`src/rtl/swm_pkg.sv`:
```
package swm_pkg;

  // Widths fixed by the sample and configuration fields
  localparam int unsigned DATA_W = 32;
  localparam int unsigned CFG_W  = 7;

  // Per-cell status seen by both neighbours
  typedef struct packed {
    logic valid;  // cell holds a window entry
    logic gt;     // entry is greater than the incoming sample
    logic rem;    // entry is the oldest and leaves the window
    logic above;  // the leaving entry sits below this cell
  } swm_status_t;

endpackage

```
`src/rtl/swm_cell.sv`:
```
module swm_cell #(
  parameter int unsigned IDX = 0,
  parameter int unsigned AW  = 1,
  parameter int unsigned FW  = 1
) (
  input  logic                       clk_i,
  input  logic                       en_i,
  input  logic signed [swm_pkg::DATA_W-1:0] sample_i,
  input  logic                       full_i,
  input  logic [FW-1:0]              fill_i,
  input  logic [AW-1:0]              age_last_i,
  input  logic                       rem_below_i,
  input  swm_pkg::swm_status_t       dn_st_i,
  input  logic signed [swm_pkg::DATA_W-1:0] dn_val_i,
  input  logic [AW-1:0]              dn_age_i,
  input  swm_pkg::swm_status_t       up_st_i,
  input  logic signed [swm_pkg::DATA_W-1:0] up_val_i,
  input  logic [AW-1:0]              up_age_i,
  output swm_pkg::swm_status_t       st_o,
  output logic                       rem_below_o,
  output logic signed [swm_pkg::DATA_W-1:0] val_o,
  output logic [AW-1:0]              age_o
);
  import swm_pkg::*;

  logic signed [DATA_W-1:0] val_q, val_d;
  logic [AW-1:0]            age_q, age_d;
  swm_status_t              st;
  logic                     keep_own, from_up, from_dn;

  // Classify own entry against the incoming item and the leaving entry
  always_comb begin
    st.valid = FW'(IDX) < fill_i;
    st.gt    = st.valid && (val_q > sample_i);
    st.rem   = st.valid && full_i && (age_q == age_last_i);
    st.above = rem_below_i;
  end

  assign st_o        = st;
  assign rem_below_o = rem_below_i | st.rem;
  assign val_o       = val_q;
  assign age_o       = age_q;

  // Pick the entry that lands here: own, from above, from below, or the item
  assign keep_own = st.valid && !st.rem && (st.above == st.gt);
  assign from_up  = up_st_i.valid && up_st_i.above && !up_st_i.gt;
  assign from_dn  = dn_st_i.valid && !dn_st_i.above && !dn_st_i.rem && dn_st_i.gt;

  always_comb begin
    priority if (keep_own) begin
      val_d = val_q;
      age_d = age_q + 1'b1;
    end else if (from_up) begin
      val_d = up_val_i;
      age_d = up_age_i + 1'b1;
    end else if (from_dn) begin
      val_d = dn_val_i;
      age_d = dn_age_i + 1'b1;
    end else begin
      val_d = sample_i;
      age_d = '0;
    end
  end

  // Advance on every accepted item
  always_ff @(posedge clk_i) begin
    if (en_i) begin
      val_q <= val_d;
      age_q <= age_d;
    end
  end

endmodule
```
`config.mk`:
```
export PLATFORM = sky130hd
export DESIGN_NAME = swm_cell
export DESIGN_NICKNAME = d
export VERILOG_FILES = /design/src/rtl/swm_pkg.sv /design/src/rtl/swm_cell.sv
export SDC_FILE = /design/constraint.sdc
export NUM_CORES = 1
export LEC_CHECK = 0
export BUFFER_PORTS_ARGS = -buffer_cell sky130_fd_sc_hd__buf_2
export CORE_ASPECT_RATIO = 1.1
export CORE_MARGIN = 5
export CORE_UTILIZATION = 41
export CTS_BUF_LIST = sky130_fd_sc_hd__clkbuf_8
export CTS_CLUSTER_DIAMETER = 100
export CTS_CLUSTER_SIZE = 8
export DETAILED_ROUTE_END_ITERATION = 6
export PLACE_DENSITY = 0.79
export REMOVE_ABC_BUFFERS = 1
export SKIP_LAST_GASP = 1
export SLEW_MARGIN = 20
export SYNTH_ARGS = -nofsm -noshare
export SYNTH_HDL_FRONTEND = slang
export SYNTH_SLANG_ARGS = --single-unit
```
`constraint.sdc`:
```
create_clock -name clk_i -period 4.15 [get_ports clk_i]
set_input_delay 0.415 -clock clk_i [delete_from_list [all_inputs] [get_ports clk_i]]
set_output_delay 0.415 -clock clk_i [all_outputs]
set_load 0.05 [all_outputs]
```
==> Word level (Yosys, flattened, before mapping) <==
Index checks and enable logic that the tools add are counted.
{ "totals": {"regBits": 33, "latch_bits": 0, "mem_bits_rw": 0, "romBits": 0, "mem_count": 0} }
{ "classes": {"addsub": 3, "multipliers": 0, "div_mod_pow": 0, "magnitude_cmp": 2, "eq_ne": 2, "n_shift": 0, "n_mux": 5, "bitwise_logic": 2, "reduce_logical": 15} }
{ "ops": {"columns": ["operator", "count"], "rows": [
  ["32-bit two-way mux", 2],
  ["32-bit > comparator", 1],
  ["1-bit logical AND", 10],
  ["1-bit zero test", 4],
  ["1-bit adder, second input constant", 3],
  ["1-bit two-way mux", 3],
  ["1-bit equality test", 2],
  ["2-bit AND reduction", 1],
  ["1-bit < comparator, first input constant", 1],
  ["1-bit NOT", 1],
  ["1-bit OR", 1]
]} }

==> Longest topological paths before layout <==
{ "depth": {"word_depth": 8, "depth_mapped": 10, "mapped_depth_nobuf": 10} }

==> Least setup slack after synthesis <==
No wires, ideal clock.
{ "synth_timing": {"kind": "register to register", "from": "reg val_q[23], in the netlist val_o[23]", "to": "reg val_q[0], in the netlist val_o[0] (enable)", "t_arrival_ns": 3.922, "t_required_ns": 3.725, "setup_slack_ns": -0.197, "path_stages_with_launch": 10, "n_path_buf": 0, "period_less_slack_ns": 4.347, "path_cell_list": "edfxtp_1 -> ha_1 -> a21oi_2 -> o21ai_1 -> a22oi_1 -> or4b_1 -> o21a_1 -> nor4_1 -> and4bb_1 -> nor2b_1"} }
{ "synth_via": {"elab_chain_len": 6} }
{ "synth_rtl": {"columns": ["element", "line_no", "source"], "rows": [
  ["start, declared", "swm_cell.sv:26", "logic signed [DATA_W-1:0] val_q, val_d;"],
  ["start signal, assigned", "swm_cell.sv:68", "val_q <= val_d;"],
  ["32-bit > comparator", "swm_cell.sv:34", "st.gt = st.valid && (val_q > sample_i);"],
  ["1-bit logical AND", "swm_cell.sv:34", null],
  ["1-bit equality test", "swm_cell.sv:45", "assign keep_own = st.valid && !st.rem && (st.above == st.gt);"],
  ["1-bit logical AND", "swm_cell.sv:45", null],
  ["1-bit NOT (no source line)", null, null],
  ["2-bit AND reduction (no source line)", null, null]
]} }
No other way between the ends.
A chain may end at the register's enable or synchronous reset.

==> Worst setup path in the final report <==
{ "layout_timing": {"from": "reg val_q[30], in the netlist val_o[30]", "to": "reg val_q[12], in the netlist val_o[12] (enable)"} }
Same word-level chain as after synthesis.

==> results.toml <==
[power_and_ir_drop]
ir_drop_mv = 0.156
report.power.total_mw = 1.00
power.density_nw_per_um2 = 291
power_leakage_nw = 1.73

[layout]
finish.utilization_pct = 56.3
final_layout_size_suffix_gt1_share_pct = 35.7
commonest_non_fill_non_tap_cells_in_the_layout = "buf_2 (148), a21oi_1 (77), nor2_1 (66)"
fin_cells = 528
area.growth.synth_to_final_pct = 35.1
insertedDiodeCount = 0
num-nets-final = 592
fillCellCount = 565
final_common_cell = "buf_2"

[setup_path]
start_kind = "flip-flop"
timing.setup.critical_path_class = "reg -> reg"
reg2regPathDepth = 10
critPathArrivalTime_ns = 3.17
crit_path_end_kind = "flip-flop"
worstPathMaxFanout = 32
worst-endpoint-required_ns = 4.08

[sta]
maxSlewViolCount = 0
grt_setup_unrepaired = "no"
worst_setup_margin_ns = 0.909
tightestPinTransition_ns = 0.617
timing.hold.ws_ns = 0.356
finalWorstPathRequiredPeriod_ns = 3.24
final-hold-violation-count = 0
fin_crit_sh_pct = 78.1
timing_limited_maximum_frequency_mhz = 309
max_slew_margin_pct = 58.9
setup_violations = 0
fin_worst_skew_ns = 0.00884

[routing]
vias = 2586
drt.antenna.violating_nets = 0
routed-wl-met2_mm = 3.51
drt_iter0_drc = 66
drt_pre_antenna_iters = 4
top_layer_used = "met4"
wl_per_cell_um = 13.1
met3_wire_length_um = 657
count_of_unresolved_drc_violations_after_routing = 0
finalWirelength_mm = 6.89
vias_per_cell = 4.90
detail_route.wirelength.met1_mm = 2.64

[job]
max_cap_viol_count = 0

[grt]
via_count_of_the_first_global_routing_pass = 2519
largest_net_degree_at_the_start_of_global_routing = 67
number_of_antenna_violations_at_the_first_check_in_global_routing = 0
grt_pass1_wl_mm = 10.8
gr-total-overflow = 0
gr-usage-all-layers_pct = 16.9

[clock_network]
cts_hold_repair.buffers = 0
cts_tree = "done"
clock_sink_count = 33
htree_levels = 2
post_cts_resized = 0
cts_made_buffers = 5
max-clock-path-buffers = 2
clk_root_buffer_cell = "clkbuf_8"
cts_clk_pin_slew_worst_paths_ns = 0.06
post-cts-setup-buffer-count = 0
worst_skew_pair.late_latency_ns = 0.28

[worst_hold_path]
timing.hold.worst.class = "in -> reg"
hold-path-cell-count = 1

[logic_synthesis]
largest_cells_by_area_after_synthesis = "edfxtp_1 (39%), ha_1 (16%), a21oi_1 (15%), nor2_1 (9.7%), inv_1 (4.9%)"
post_synth.cell_area_avg_um2 = 8.33
synthesis.instances = 306
synthDominantAreaCellType = "edfxtp_1"
synth_seq_area_share_pct = 38.9
synth.cell_area_um2 = 2550
synth_cell_type_count = 36
synth_largest_type_area_fraction_pct = 38.9
yosys_warnings = 0
ys_ff_latch = 33

[place]
port_buffers = 148
detailed_place_hpwl_mm = 5.55
globalplace.congestion = 0.787
dp_cells = 521
dpl_worst_slack_ns = 0.732

[floorplan]
die_w_um = 85.2
start_util_pct = 41.7
fp.dieArea_um2 = 7890
die_y_um = 92.7
core_area_um2 = 6120
num_io_pins = 150
cell_row_count = 30

[outcome]
status = "finished clean"
[critical path, cell delays in order (launching register included)]
cell and delay (ns):
edfxtp_1 0.40, ha_1 0.33, nand4_1 0.21, nor2_1 0.06, a22oi_1 0.19, or4b_1 0.47
o21a_1 0.23, nor4_1 0.21, and4bb_1 0.29, nor2b_4 0.11, buf_4 0.39
[per-layer routing]
layer | up-vias | global-route usage, %
met4 | 0 | 4.75
li1 | 1359 | -
met5 | - | 0
met3 | 8 | 6.32
met2 | 88 | 31.3
met1 | 1131 | 17.4
[final cells by class]
class | instances | area (um^2) | share of cell area (%)
multi-input combinational | 224 | 1390 | 40.3
sequential | 33 | 991 | 28.8
timing repair buffer | 151 | 763 | 22.2
inverter | 33 | 124 | 3.60
tap | 80 | 100 | 2.91
clock buffer | 5 | 68.8 | 2.00
clock inverter | 2 | 7.51 | 0.218
[registers in the layout, summed over array words and instances, names as in the netlist]
name and cells:
age_o 1, val_o 32
[power by group]
group	switching (mW)	internal (mW)	total, mW
combinational	0.231	0.125	0.356
sequential	0.0141	0.405	0.419
clock	0.115	0.111	0.226
total	0.361	0.640	1.00
[through the flow]
step                      instance area (um^2)  TNS (ns)
after global placement                    3370         0
after global routing                      3440         0
after CTS                                 3440         0
after floorplan                           2480    -58.22
final                                     3440         0
after detailed placement                  3370         0
[path summary, 6_finish.rpt]
check                                from         to  slack [ns]
worst max register to register  val_o[30]  val_o[12]        0.91
worst min register to register      age_o      age_o        0.65
worst max-delay path            val_o[30]  val_o[12]        0.91
worst min-delay path                 en_i      age_o        0.36
[cell families (layout without fill, tap and decap cells)]
logic type / Yosys count / in the layout / synth area share [%]
AOI/OAI and AO/OA: 91 / 91 / 19.2
xor gates and xnor gates: 1 / 1 / 0.344
adders and majority gates: 32 / 32 / 15.7
buffers and inverters: 49 / 191 / 7.51
DFF: 33 / 33 / 38.9
muxes: 2 / 2 / 0.786
and+or+nand+nor: 98 / 98 / 17.5
[Yosys cell counts, drive strengths merged]
master   number
a21oi        78
nor2         66
buf           4
o21a          2
o211ai        1
o21ai         3
o22a          1
or2           1
o2bb2ai       1
edfxtp       33
nor4          2
and3          1
nand4         8
mux2i         2
nor3          3
nand3         4
nor2b         2
nor4bb        1
and4bb        1
o31ai         1
or4b          1
a21o          1
nand3b        1
a22oi         1
clkbuf       12
nand2         6
or3           1
ha           32
xnor2         1
a21boi        1
o41a          1
inv          33
(Power assumes the default switching activity.)
